### src/rtl/mbr_pkg.sv
`timescale 1ns / 1ps
// shared constants, codes and word types of the msb-first bit reader
package mbr_pkg;

    // reservoir geometry
    localparam int RES_W    = 64;
    localparam int MAX_TAKE = 16;
    localparam int CNT_W    = $clog2(RES_W + 1);
    localparam int EXT_W    = RES_W + MAX_TAKE;

    // fixed field widths
    localparam int CMD_W  = 2;
    localparam int BYTE_W = 8;
    localparam int BC_W   = 7;
    localparam int VAL_W  = 16;
    localparam int ST_W   = 2;

    // command codes
    localparam logic [CMD_W-1:0] CMD_PUSH    = 2'd0;
    localparam logic [CMD_W-1:0] CMD_GET     = 2'd1;
    localparam logic [CMD_W-1:0] CMD_PEEK    = 2'd2;
    localparam logic [CMD_W-1:0] CMD_CONSUME = 2'd3;

    // status codes
    localparam logic [ST_W-1:0] ST_OK       = 2'd0;
    localparam logic [ST_W-1:0] ST_SHORT    = 2'd1;
    localparam logic [ST_W-1:0] ST_FULL     = 2'd2;
    localparam logic [ST_W-1:0] ST_BADCOUNT = 2'd3;

    typedef struct packed {
        logic [CMD_W-1:0]  cmd;
        logic [BYTE_W-1:0] data_byte;
        logic [BC_W-1:0]   bit_count;
    } item_t;

    typedef struct packed {
        logic [VAL_W-1:0] bits_value;
        logic [BC_W-1:0]  held_bits;
        logic [ST_W-1:0]  status;
    } result_t;

endpackage

### src/rtl/mbr_in_stage.sv
`timescale 1ns / 1ps
// input register stage: captures one command word and holds it until processed
module mbr_in_stage
    import mbr_pkg::*;
(
    input  logic  clk,
    input  logic  rst_n,
    input  logic  in_valid,
    output logic  in_stall,
    input  item_t in_item,
    input  logic  take,
    output logic  item_valid,
    output item_t item
);

    logic  valid_reg;
    logic  valid_next;
    item_t item_reg;
    logic  load;

    // free when empty or when the held word leaves this cycle
    assign in_stall   = valid_reg && !take;
    assign load       = in_valid && !in_stall;
    assign valid_next = load || (valid_reg && !take);

    always_ff @(posedge clk or negedge rst_n)
    begin
        if (!rst_n)
        begin
            valid_reg <= 1'b0;
        end
        else
        begin
            valid_reg <= valid_next;
        end
    end

    always_ff @(posedge clk)
    begin
        if (load)
        begin
            item_reg <= in_item;
        end
    end

    assign item_valid = valid_reg;
    assign item       = item_reg;

endmodule

### src/rtl/mbr_step.sv
`timescale 1ns / 1ps
// one reader step: extract window, new reservoir state and status
module mbr_step
    import mbr_pkg::*;
(
    input  item_t            item,
    input  logic [RES_W-1:0] res,
    input  logic [CNT_W-1:0] vc,
    output logic [RES_W-1:0] res_new,
    output logic [CNT_W-1:0] vc_new,
    output result_t          result
);

    logic [BC_W-1:0]     vc_wide;
    logic [EXT_W-1:0]    ext;
    logic [CNT_W-1:0]    lsh;
    logic [EXT_W-1:0]    aligned;
    logic [MAX_TAKE-1:0] top;
    logic [MAX_TAKE-1:0] window;
    logic [BC_W-1:0]     rsh;
    logic                count_bad;
    logic                short_req;
    logic [CNT_W-1:0]    drop;

    always_comb
    begin
        vc_wide = BC_W'(vc);
        // held bits are the low vc bits; move the first one to the top
        ext     = {res, {MAX_TAKE{1'b0}}};
        lsh     = CNT_W'(RES_W) - vc;
        aligned = ext << lsh;
        top     = aligned[EXT_W-1 -: MAX_TAKE];
        // right-align the asked width, padding zeros come along when short
        rsh     = BC_W'(MAX_TAKE) - item.bit_count;
        window  = top >> rsh;

        count_bad = (item.bit_count == '0) || (item.bit_count > BC_W'(MAX_TAKE));
        short_req = item.bit_count > vc_wide;
        drop      = short_req ? vc : CNT_W'(item.bit_count);

        res_new           = res;
        vc_new            = vc;
        result.bits_value = '0;
        result.status     = ST_OK;

        unique case (item.cmd) inside
            CMD_PUSH:
            begin
                if (vc_wide > BC_W'(RES_W - BYTE_W))
                begin
                    result.status = ST_FULL;
                end
                else
                begin
                    res_new = {res[RES_W-BYTE_W-1:0], item.data_byte};
                    vc_new  = vc + CNT_W'(BYTE_W);
                end
            end
            CMD_GET, CMD_PEEK:
            begin
                if (count_bad)
                begin
                    result.status = ST_BADCOUNT;
                end
                else
                begin
                    result.bits_value = VAL_W'(window);
                    if (short_req)
                    begin
                        result.status = ST_SHORT;
                    end
                    if (item.cmd == CMD_GET)
                    begin
                        vc_new = vc - drop;
                    end
                end
            end
            CMD_CONSUME:
            begin
                vc_new = vc - drop;
                if (short_req)
                begin
                    result.status = ST_SHORT;
                end
            end
            default:
            begin
                vc_new = vc;
            end
        endcase

        result.held_bits = BC_W'(vc_new);
    end

endmodule

### src/rtl/msb_first_bit_reader_unit.sv
`timescale 1ns / 1ps
// top level of the msb-first bit reader: reservoir state and result register
//
//  channel | direction | handshake          | word
//  --------+-----------+--------------------+---------------------------------
//  in      | input     | in_valid/in_stall  | cmd, data_byte, bit_count
//  out     | output    | out_valid/out_stall| bits_value, held_bits, status
//
// one word per cycle sustained while the result is not stalled; a word is
// captured in the input register, and when the result slot is free the step
// logic updates the reservoir and loads the result register, raising out_valid
// the reservoir feedback loop (shift and count update) sets the clock limit
// reset clears the reservoir, the held count and both valid flags
// a stalled result holds the input register; in_stall rises only then
module msb_first_bit_reader_unit
    import mbr_pkg::*;
(
    input  logic              clk,
    input  logic              rst_n,
    input  logic              in_valid,
    output logic              in_stall,
    input  logic [CMD_W-1:0]  cmd,
    input  logic [BYTE_W-1:0] data_byte,
    input  logic [BC_W-1:0]   bit_count,
    output logic              out_valid,
    input  logic              out_stall,
    output logic [VAL_W-1:0]  bits_value,
    output logic [BC_W-1:0]   held_bits,
    output logic [ST_W-1:0]   status
);

    item_t            in_item;
    item_t            item;
    logic             item_valid;
    logic             process;

    // reservoir state
    logic [RES_W-1:0] res_reg;
    logic [RES_W-1:0] res_next;
    logic [CNT_W-1:0] vc_reg;
    logic [CNT_W-1:0] vc_next;

    // result register
    logic             out_valid_reg;
    logic             out_valid_next;
    result_t          result_reg;
    result_t          step_result;

    assign in_item = {cmd, data_byte, bit_count};

    // the held word moves on when the result slot is empty or being drained
    assign process = item_valid && (!out_valid_reg || !out_stall);

    mbr_in_stage u_in_stage
    (
        .clk        (clk),
        .rst_n      (rst_n),
        .in_valid   (in_valid),
        .in_stall   (in_stall),
        .in_item    (in_item),
        .take       (process),
        .item_valid (item_valid),
        .item       (item)
    );

    mbr_step u_step
    (
        .item    (item),
        .res     (res_reg),
        .vc      (vc_reg),
        .res_new (res_next),
        .vc_new  (vc_next),
        .result  (step_result)
    );

    always_ff @(posedge clk or negedge rst_n)
    begin
        if (!rst_n)
        begin
            res_reg <= '0;
            vc_reg  <= '0;
        end
        else if (process)
        begin
            res_reg <= res_next;
            vc_reg  <= vc_next;
        end
    end

    // result slot fills on process, empties when taken
    assign out_valid_next = process || (out_valid_reg && out_stall);

    always_ff @(posedge clk or negedge rst_n)
    begin
        if (!rst_n)
        begin
            out_valid_reg <= 1'b0;
        end
        else
        begin
            out_valid_reg <= out_valid_next;
        end
    end

    always_ff @(posedge clk)
    begin
        if (process)
        begin
            result_reg <= step_result;
        end
    end

    assign out_valid  = out_valid_reg;
    assign bits_value = result_reg.bits_value;
    assign held_bits  = result_reg.held_bits;
    assign status     = result_reg.status;

    // held count never exceeds the reservoir
    a_count_range: assert property (@(posedge clk) disable iff (!rst_n)
        BC_W'(vc_reg) <= BC_W'(RES_W))
        else $error("held count beyond reservoir width");

    // a refused byte is reported only with the reservoir near full
    a_full_status: assert property (@(posedge clk) disable iff (!rst_n)
        (out_valid && status == ST_FULL) |-> (held_bits > BC_W'(RES_W - BYTE_W)))
        else $error("full status with room left");

    // a bad count returns no bits
    a_bad_value: assert property (@(posedge clk) disable iff (!rst_n)
        (out_valid && status == ST_BADCOUNT) |-> (bits_value == '0))
        else $error("bits returned on invalid count");

    // state moves only when a word is processed
    a_state_hold: assert property (@(posedge clk) disable iff (!rst_n)
        !process |=> ($stable(vc_reg) && $stable(res_reg)))
        else $error("reservoir changed without a word");

    // a word waiting behind a stalled result stays in the input register
    a_in_hold: assert property (@(posedge clk) disable iff (!rst_n)
        (item_valid && !process) |=> item_valid)
        else $error("waiting word lost");

endmodule

### config.mk
export PLATFORM = sky130hd
export DESIGN_NAME = msb_first_bit_reader_unit
export DESIGN_NICKNAME = d
export VERILOG_FILES = /design/src/rtl/mbr_pkg.sv /design/src/rtl/mbr_in_stage.sv /design/src/rtl/mbr_step.sv /design/src/rtl/msb_first_bit_reader_unit.sv
export SDC_FILE = /design/constraint.sdc
export NUM_CORES = 1
export LEC_CHECK = 0
export BUFFER_PORTS_ARGS = -buffer_cell sky130_fd_sc_hd__buf_4
export CORE_ASPECT_RATIO = 1.4
export CORE_MARGIN = 5
export CORE_UTILIZATION = 55
export CTS_BUF_LIST = sky130_fd_sc_hd__clkbuf_8
export CTS_CLUSTER_DIAMETER = 30
export DETAILED_ROUTE_END_ITERATION = 8
export HOLD_SLACK_MARGIN = 0.06
export PLACE_DENSITY_LB_ADDON = 0.25
export SLEW_MARGIN = 20
export SYNTH_ARGS = -nofsm -noshare
export SYNTH_HDL_FRONTEND = slang
export SYNTH_HIERARCHICAL = 1
export SYNTH_SLANG_ARGS = --single-unit
### constraint.sdc
create_clock -name clk -period 4.63 [get_ports clk]
set_input_delay 0.2315 -clock clk [delete_from_list [all_inputs] [get_ports clk]]
set_output_delay 0.2315 -clock clk [all_outputs]
set_load 0.05 [all_outputs]
==> impl_metrics.py, run 1 <==
metrics = {
    "routing": {
        "finalWirelength_um": 27830,
        "via_per_inst": 6.702,
        "drt-pass1-iter-count": 5,
        "wire_per_inst_um": 22.90,
        "drc": 0,
        "ant_nets": 0,
        "num_vias": 8143,
        "drt_iter0_markers": 825,
    },
    "worst_setup_path": {
        "start_kind": "register",
        "rr_endpoint": "vc_reg[5]",
        "crit_fanout": 12,
        "r2r_setup_slack_ps": 470,
        "cp.required_ps": 4980,
        "max_stage_delay_ps": 510,
        "ff2ff_path_depth": 17,
        "slowest_stage": "dfrtp_1",
        "r2r_start": "vc_reg[5]",
        "path_cells": "clkinv_1 > ha_1 > a21o_1 > a221oi_1 > a41o_1 > inv_1 > nor2_1 > a21oi_1 > ha_1 > nor2b_1 > o21ai_0 > nand2b_1 > a21o_1 > a21oi_1 > xor2_1 > o221ai_1 > mux2_4",
        "worstSetupPathType": "reg2reg",
        "crit_arrival_ps": 4510,
        "cp-end-kind": "register",
    },
    "logic_synthesis": {
        "synthTopCellsByArea": "dfrtp_1 (17%), mux2_2 (14%), mux4_2 (12%)",
        "postSynth.asyncResetShare": 0.6348,
        "ys.flop_type": "dfrtp_1",
        "ys_seq_elements": 115,
        "avgSynthCellArea_um2": 11.68,
        "synth_top_cell_by_area": "dfrtp_1",
        "synth_edf_count": 42,
        "syn_area_um2": 10680,
        "ys_seq_area_frac": 0.2893,
        "ys_types": 82,
        "netlist_instances": 914,
        "yosysWarnings": 6,
        "synthDominantCellAreaShare": 0.1711,
        "synth_nets": 956,
    },
    "power": {
        "power_density_nw_per_um2": 844.3,
        "power_leakage_nw": 4.810,
        "ir_drop_mv": 0.4940,
    },
    "placed_design": {
        "dp_hpwl_um": 19900,
        "port_buffers": 47,
        "place.gp.congestion": 0.9969,
    },
    "clock_network": {
        "cts_root_buffer": "clkbuf_8",
        "path_clk_slew_ps": 80,
        "cts_resized": 0,
        "cts_buffers": 17,
        "cts.path.max_buffers": 2,
        "cts_tree": "yes",
        "insertion_delay_ps": 460,
        "cts_sinks": 115,
        "htree_levels": 4,
    },
    "grt": {
        "antenna_found_initial": 0,
        "grt_pass1_wl_um": 44950,
        "grt_max_degree": 97,
        "track_usage": 0.2512,
        "grt_pass1_vias": 8118,
        "grt_remaining_overflow": 0,
    },
    "timing": {
        "period_share": 0.8992,
        "tns_ps": 0,
        "max_slew_margin": 0.3927,
        "hold_viol_final": 0,
        "setup_viol": 0,
        "period_needed_ps": 4163,
        "tightestPinTransition_ps": 911.0,
        "skew_ps": 10.06,
        "drv_slew": 0,
        "rsz0062_at_grt": "no",
        "timing.fmax_mhz": 240.2,
    },
    "min_path": {
        "hp-class": "in2async",
    },
    "floorplan": {
        "rows": 60,
        "core_um2": 19140,
        "io_pins": 48,
        "dieArea_um2": 22340,
        "die_y_um": 174.8,
        "start_util": 0.5576,
        "fp.dieW_um": 127.7,
    },
    "final_layout": {
        "final_core_util": 0.6122,
        "final_net_count": 996,
        "largest_reg_flops": 64,
        "antenna_cells": 0,
        "syn2layout_area_growth_pct": 9.775,
        "drive_gt1_frac": 0.4023,
    },
    "run": {
        "maxCapViolCount": 0,
    },
    "run_status": {
        "status": "finished clean",
    },
}
power by group:
part | internal, mW | switching [mW]
Combinational | 3.31 | 3.76
Clock | 0.493 | 0.500
Sequential | 1.37 | 0.462
kinds of logic after synthesis:
family,share of synthesized area
AOI/OAI and AO/OA,0.1234
xor gates and xnor gates,0.01301
and+or+nand+nor,0.08157
muxes,0.4109
DFF,0.2893
adders and majority gates,0.02532
buffers and inverters,0.05649
Yosys cell counts, types with 5 or more instances:
library cell,number
a211oi_1,6
buf_12,8
buf_1,9
o22ai_1,5
o31ai_1,6
xnor2_1,9
edfxtp_1,42
nand2_1,45
clkbuf_1,20
buf_4,14
mux4_2,59
buf_2,21
o21ai_1,6
o21ai_0,26
o211ai_1,20
nand2b_1,14
mux2i_1,52
xor2_1,5
inv_1,16
mux2_4,69
o221ai_1,12
a31oi_1,11
mux2_2,131
nor2_1,36
a221oi_1,5
a21oi_1,26
ha_1,20
a32oi_1,5
a21o_1,6
dfrtp_1,73
nor3_1,13
buf_6,5
nand3_1,32
layer usage:
layer / wire [um] / GRT usage / part of all wire / vias up
met3: 1211 / 0.03853 / 0.044 / 69
met5: 0 / 0 / 0 / -
met2: 13930 / 0.4185 / 0.50 / 267
met1: 11590 / 0.3229 / 0.42 / 4116
li1: - / - / - / 3691
met4: 1090 / 0.1088 / 0.039 / 0
worst max path at each step:
stage | from | endpoint | slack, ps | cells past startpoint
2_1_floorplan | vc_reg[3] | vc_reg[6] | 540 | 20
3_3_place_gp | vc_reg[5] | vc_reg[5] | 660 | 17
3_5_place_dp | vc_reg[5] | vc_reg[5] | 570 | 17
4_1_cts | vc_reg[5] | vc_reg[5] | 530 | 17
5_1_grt | vc_reg[5] | vc_reg[5] | 90 | 17
6_report | vc_reg[5] | vc_reg[5] | 470 | 17
metrics by stage:
stage / worst slack (ps) / cell area (um2) / power [mW] / hold WS (ps) / instances
final: 466.8 / 11720 / 9.894 / 223.2 / 1215
after detailed placement: 569.7 / 11110 / 8.750 / 186.9 / 1163
after global routing: 88.91 / 11720 / 10.45 / 266.8 / 1215
after CTS: 530.4 / 11710 / 9.794 / 221.3 / 1215
after floorplan: 544.9 / 10680 / 7.138 / -64.09 / 914
after global placement: 658.1 / 11110 / 8.682 / 177.3 / 1163
cell type report:
class | count | area [um2]
Clock buffer | 17 | 234.0
Clock inverter | 15 | 168.9
Fill cell | 1580 | 7425
Inverter | 18 | 67.56
Multi-Input combinational cell | 704 | 7023
Sequential cell | 115 | 3092
Tap cell | 248 | 310.3
Timing Repair Buffer | 98 | 823.3
worst max-delay path, delay by kind of cell, from the launching register on:
kind / cells / cell delay (ps)
AOI/OAI and AO/OA: 8 / 1640
adders and majority gates: 2 / 620
DFF: 1 / 510
buffers and inverters: 2 / 420
and+or+nand+nor: 3 / 400
muxes: 1 / 310
xor gates and xnor gates: 1 / 160
repair_timing:
| action | CTS | global route |
|---|---|---|
| endpoints found under the hold margin | 47 | 0 |
| endpoints found under the setup margin | 0 | 0 |
| hold buffers | 20 | 0 |
| setup buffers | 0 | 0 |
cells in the final DEF (no fill, tap or decap), types with 5 or more instances in the layout:
cell type,count
a21o_1,6
mux2_2,131
inv_1,16
a32oi_1,5
a21oi_1,26
xnor2_1,8
o31ai_1,6
o221ai_1,12
a221oi_1,5
o22ai_1,5
dlygate4sd3_1,20
mux4_2,59
nand2b_1,13
a211oi_1,6
ha_1,19
buf_4,75
mux2i_1,52
nand3_1,32
nor3_1,12
nand2_1,45
o21ai_0,26
edfxtp_1,42
xor2_1,5
o21ai_1,6
a31oi_1,11
inv_6,8
clkbuf_8,17
mux2_4,69
dfrtp_1,72
o211ai_1,20
nor2_1,36
(Power assumes the default switching activity.)
==> inputs of run 2 (changes only) <==
--- a/config.mk
+++ b/config.mk
@@ -6,14 +6,15 @@
 export NUM_CORES = 1
 export LEC_CHECK = 0
 export BUFFER_PORTS_ARGS = -buffer_cell sky130_fd_sc_hd__buf_4
-export CORE_ASPECT_RATIO = 1.4
+export CORE_ASPECT_RATIO = 0.9
 export CORE_MARGIN = 5
-export CORE_UTILIZATION = 55
+export CORE_UTILIZATION = 25
 export CTS_BUF_LIST = sky130_fd_sc_hd__clkbuf_8
 export CTS_CLUSTER_DIAMETER = 30
 export DETAILED_ROUTE_END_ITERATION = 8
 export HOLD_SLACK_MARGIN = 0.06
 export PLACE_DENSITY_LB_ADDON = 0.25
+export SKIP_LAST_GASP = 1
 export SLEW_MARGIN = 20
 export SYNTH_ARGS = -nofsm -noshare
 export SYNTH_HDL_FRONTEND = slang
==> impl_metrics.py, run 2 (synthesis gave the netlist of run 1 again) <==
metrics = {
    "placed_design": {
        "port_buffers": 47,
        "placedCellCount": 1465,
        "place.gp.congestion": 0.9255,
        "dp_hpwl_um": 21890,
        "placed_cell_area_um2": 11510,
    },
    "routing": {
        "ant_nets": 0,
        "wl_met3_um": 1307,
        "via_per_inst": 5.189,
        "top_layer": "met4",
        "drt_iter0_markers": 626,
        "finalWirelength_um": 29940,
        "wire_per_inst_um": 19.74,
        "m1WireLength_um": 14840,
        "drc": 0,
        "num_vias": 7872,
        "met2_length_um": 13300,
        "drt-pass1-iter-count": 5,
    },
    "final_layout": {
        "multi_input_area_um2": 7018,
        "stdcell_count": 1517,
        "seqCellArea_um2": 3092,
        "layout_commonest_cell": "mux2_2",
        "antenna_cells": 0,
        "design_area_um2": 12100,
        "final_cell_mix": "mux2_2 (131), buf_4 (78), dfrtp_1 (72), mux2_4 (69), mux4_2 (59)",
        "fill_cells": 4336,
        "drive_gt1_frac": 0.4031,
        "largest_reg_flops": 64,
        "final_core_util": 0.2880,
        "syn2layout_area_growth_pct": 13.36,
        "final_net_count": 999,
    },
    "power": {
        "power.total_mw": 9.932,
        "ir_drop_mv": 0.4032,
        "power_leakage_nw": 4.826,
        "power_density_nw_per_um2": 820.7,
    },
    "worst_setup_path": {
        "critPathBufInv": 2,
        "critPathTopFamily": "compound AO/OA/AOI/OAI gates",
        "path_cells": "clkinv_1 > ha_1 > a21o_1 > a221oi_1 > a41o_1 > inv_1 > nor2_1 > a21oi_1 > ha_1 > nor2b_1 > o21ai_0 > nand2b_1 > a21o_1 > a21oi_1 > xor2_1 > o221ai_1 > mux2_4",
        "cp-end-kind": "register",
        "cp.required_ps": 4990,
        "crit_arrival_ps": 4490,
        "crit_fanout": 12,
        "slowest_stage": "dfrtp_1",
        "cp.depth": 17,
        "start_kind": "register",
        "worstSetupPathType": "reg2reg",
        "max_stage_delay_ps": 510,
        "ff2ff_path_depth": 17,
    },
    "timing": {
        "drv_slew": 0,
        "tightestPinTransition_ps": 893.5,
        "max_slew_margin": 0.3968,
        "rsz0062_at_grt": "no",
        "period_needed_ps": 4122,
        "period_share": 0.8902,
        "tns_ps": 0,
        "setup_viol": 0,
        "skew_ps": 16.92,
        "timing.fmax_mhz": 242.6,
        "hold_viol_final": 0,
    },
    "run_status": {
        "status": "finished clean",
    },
    "grt": {
        "grt_pass1_vias": 7887,
        "grt_pass1_wl_um": 47980,
        "grt_max_degree": 69,
        "track_usage": 0.1272,
        "grt_remaining_overflow": 0,
        "antenna_found_initial": 0,
    },
    "clock_network": {
        "insertion_delay_ps": 470,
        "post-cts-setup-buffers": 0,
        "cts_tree": "yes",
        "htree_levels": 4,
        "cts_resized": 0,
        "cts_root_buffer": "clkbuf_8",
        "cts_sinks": 115,
        "cts.path.max_buffers": 2,
        "path_clk_slew_ps": 90,
        "cts_buffers": 17,
        "hold_buffers": 20,
    },
    "min_path": {
        "hp-class": "in2async",
    },
    "floorplan": {
        "start_util": 0.2541,
        "rows": 71,
        "fp.dieW_um": 227.8,
        "dieArea_um2": 46940,
        "io_pins": 48,
        "core_um2": 42020,
        "die_y_um": 206.0,
    },
    "run": {
        "maxCapViolCount": 0,
    },
}
run 2: cell count changes in the layout (fill, tap and decap cells not counted):
| cell | delta |
|---|---|
| buf_4 | +3 |
| bufinv_16 | -1 |
| clkinv_2 | -1 |
| clkinv_4 | +3 |
| clkinvlp_4 | -1 |
| inv_6 | -3 |
| inv_8 | +3 |
| nor3_1 | +1 |
| nor3_2 | -1 |
run 2: path summary, 6_finish.rpt:
path / from / endpoint / slack, ps
max reg2reg: vc_reg[5] / vc_reg[5] / 510
max in group asynchronous: rst_n / vc_reg[0] / 3390
min in group clk: data_byte[7] / u_in_stage/item[14] / 470
min: rst_n / res_reg[26] / 310
max: vc_reg[5] / vc_reg[5] / 510
min reg2reg: res_reg[63] / res_reg[63] / 550
run 2: stage by stage:
stage               setup slack [ps]  hold slack (ps)
CTS                            524.0            316.0
global placement               629.6            264.2
finish                         508.4            314.9
floorplan                      544.9           -64.09
detailed placement             545.4            267.1
global route                   59.11            370.9
run 2: layout make-up:
type,instances,share of cell area
multi-input combinational,704,0.5799
sequential,115,0.2555
clock inverter,15,0.01323
clock buffer,17,0.01933
inverter,18,0.005583
tap,547,0.05656
timing repair buffer,101,0.06989
run 2: power breakdown:
part	internal [mW]	total [mW]	switching [mW]
clock	0.448	0.968	0.521
combinational	3.32	7.12	3.80
sequential	1.37	1.84	0.476
run 2: per-layer routing:
metal / up-vias / GRT usage
met1: 3950 / 0.1871
met3: 31 / 0.02500
met4: 0 / 0.03220
met2: 190 / 0.1923
met5: - / 0
li1: 3701 / -
run 2: worst reg2reg max path, cell delays in order, from the launching register on:
cell and delay [ps]:
dfrtp_1 510, clkinv_1 290, ha_1 360, a21o_1 160, a221oi_1 350, a41o_1 350
inv_1 140, nor2_1 150, a21oi_1 70, ha_1 270, nor2b_1 130, o21ai_0 140
nand2b_1 110, a21o_1 190, a21oi_1 180, xor2_1 160, o221ai_1 170, mux2_4 300
==> inputs of run 3 (changes only) <==
==> constraint.sdc (replaced) <==
create_clock -name clk -period 4 [get_ports clk]
set_input_delay 0.2 -clock clk [delete_from_list [all_inputs] [get_ports clk]]
set_output_delay 0.2 -clock clk [all_outputs]
set_load 0.05 [all_outputs]
==> impl_metrics.py, run 3 (synthesis gave the netlist of run 1 again) <==
metrics = {
    "timing": {
        "period_needed_ps": 3813,
        "drv_slew": 0,
        "tns_ps": 0,
        "setup_slack_ps": 186.7,
        "setup_viol": 0,
        "period_share": 0.9533,
        "max_slew_margin": 0.3631,
        "skew_ps": 21.72,
        "timing.fmax_mhz": 262.2,
        "tightestPinTransition_ps": 943.4,
        "hold_viol_final": 0,
    },
    "floorplan": {
        "fp.dieW_um": 227.8,
        "dieArea_um2": 46940,
        "core_um2": 42020,
        "rows": 71,
        "die_y_um": 206.0,
        "start_util": 0.2541,
        "io_pins": 48,
    },
    "grt": {
        "antenna_found_initial": 0,
        "grt_pass1_wl_um": 48600,
        "grt_max_degree": 65,
        "use_met1": 0.1884,
        "grt_pass1_vias": 7987,
        "track_usage": 0.1304,
        "grt_remaining_overflow": 0,
        "grt_use_met3": 0.03228,
        "met2_usage": 0.1956,
        "busiest_layer": "met2",
    },
    "clock_network": {
        "cts_buffers": 17,
        "cts.path.max_buffers": 2,
        "htree_levels": 4,
        "path_clk_slew_ps": 80,
        "cts_tree": "yes",
        "cts_sinks": 115,
        "insertion_delay_ps": 490,
        "cts_root_buffer": "clkbuf_8",
    },
    "final_layout": {
        "layout_commonest_cell": "mux2_2",
        "fill_cells": 4290,
        "multi_input_area_um2": 7027,
        "drive_gt1_frac": 0.4223,
        "final_net_count": 1026,
        "stdcell_count": 1544,
        "largest_reg_flops": 64,
        "antenna_cells": 0,
        "final_cell_mix": "mux2_2 (131), buf_4 (103), dfrtp_1 (72), mux2_4 (69), mux4_2 (59)",
        "syn2layout_area_growth_pct": 15.35,
        "seqCellArea_um2": 3092,
        "final_core_util": 0.2931,
    },
    "power": {
        "clockPowerShare": 0.090,
        "power_density_nw_per_um2": 953.6,
        "p_int_mw": 6.084,
        "power_leakage_nw": 4.949,
        "seqPwrFrac": 0.178,
        "ir_drop_mv": 0.4195,
        "swShare": 0.4819,
        "p_sw_mw": 5.659,
        "power.total_mw": 11.74,
        "p_comb_frac": 0.732,
    },
    "min_path": {
        "hp-class": "in2async",
    },
    "worst_setup_path": {
        "critPathBufInv": 2,
        "crit_arrival_ps": 4030,
        "slowest_stage": "dfrtp_4",
        "critPathTopFamily": "multiplexers",
        "start_kind": "register",
        "cp.required_ps": 4220,
        "crit_fanout": 43,
        "worstSetupPathType": "reg2reg",
        "crit_top_cell": "mux2_2",
        "path_cells": "inv_2 > ha_4 > buf_12 > mux2_2 > mux2_2 > mux4_2 > or3_1 > o211ai_1 > o22ai_1 > a32oi_1 > o2111ai_1",
        "max_stage_delay_ps": 500,
        "cp-end-kind": "register",
    },
    "routing": {
        "finalWirelength_um": 30880,
        "wire_per_inst_um": 20.00,
        "via_per_inst": 5.216,
        "ant_nets": 0,
        "drc": 0,
        "drt_iter0_markers": 746,
        "drt-pass1-iter-count": 7,
        "num_vias": 8054,
    },
    "run_status": {
        "status": "finished clean",
    },
    "run": {
        "maxCapViolCount": 0,
    },
    "placed_design": {
        "dp_hpwl_um": 22960,
        "dp_slack_ps": 157.1,
        "place.gp.congestion": 0.9088,
        "port_buffers": 47,
        "placedCellCount": 1488,
    },
}
-- run 3: power groups by stage --
stage	Sequential, mW	Combinational, mW	Clock (mW)
after floorplan	2.07	6.19	0
after global placement	2.11	8.47	0
after detailed placement	2.13	8.44	0
after CTS	2.10	8.50	1.11
after global routing	2.16	9.23	1.16
final	2.09	8.59	1.06
-- run 3: cell type report --
type,count,area share
multi-input cells,704,0.5706
flip-flops and latches,115,0.2511
repair buffers,128,0.08718
well taps,547,0.05558
clock buffers,17,0.01900
clock inverters,15,0.01108
inverters,18,0.005487
-- run 3: metal layers --
layer	vias up	part of all wire
met3	25	0.057
met1	4048	0.48
met2	233	0.45
met5	-	0
met4	0	0.014
li1	3748	-
-- run 3: metrics by stage --
step / cell area (um2) / hold slack (ps)
2_1_floorplan: 10680 / -95.59
3_3_place_gp: 11710 / 357.9
3_5_place_dp: 11710 / 352.9
4_1_cts: 12280 / 369.1
5_1_grt: 12310 / 390.4
6_report: 12310 / 365.6
-- run 3: worst paths after layout --
check,end,cells past startpoint,start,slack [ps]
max in group asynchronous,res_reg[1],3,rst_n,2880
setup / recovery,bits_value[0],11,vc_reg[0],190
setup reg to reg,bits_value[0],11,vc_reg[0],190
hold reg to reg,res_reg[63],1,res_reg[63],550
min in group clk,u_in_stage/item[12],2,data_byte[5],420
hold / removal,res_reg[42],2,rst_n,370
-- run 3: worst reg2reg max path: stages (launching register included) --
cell and delay [ps]:
dfrtp_4 500, inv_2 70, ha_4 400, buf_12 270, mux2_2 400, mux2_2 310, mux4_2 490, or3_1 320
o211ai_1 150, o22ai_1 210, a32oi_1 270, o2111ai_1 150
-- run 3: repair_timing --
item | in CTS | in global routing
endpoints found under the hold margin | 76 | 0
resized for setup | 0 | 4
endpoints found under the setup margin | 0 | 3
hold buffers | 20 | 0
buffers inserted | 0 | 4
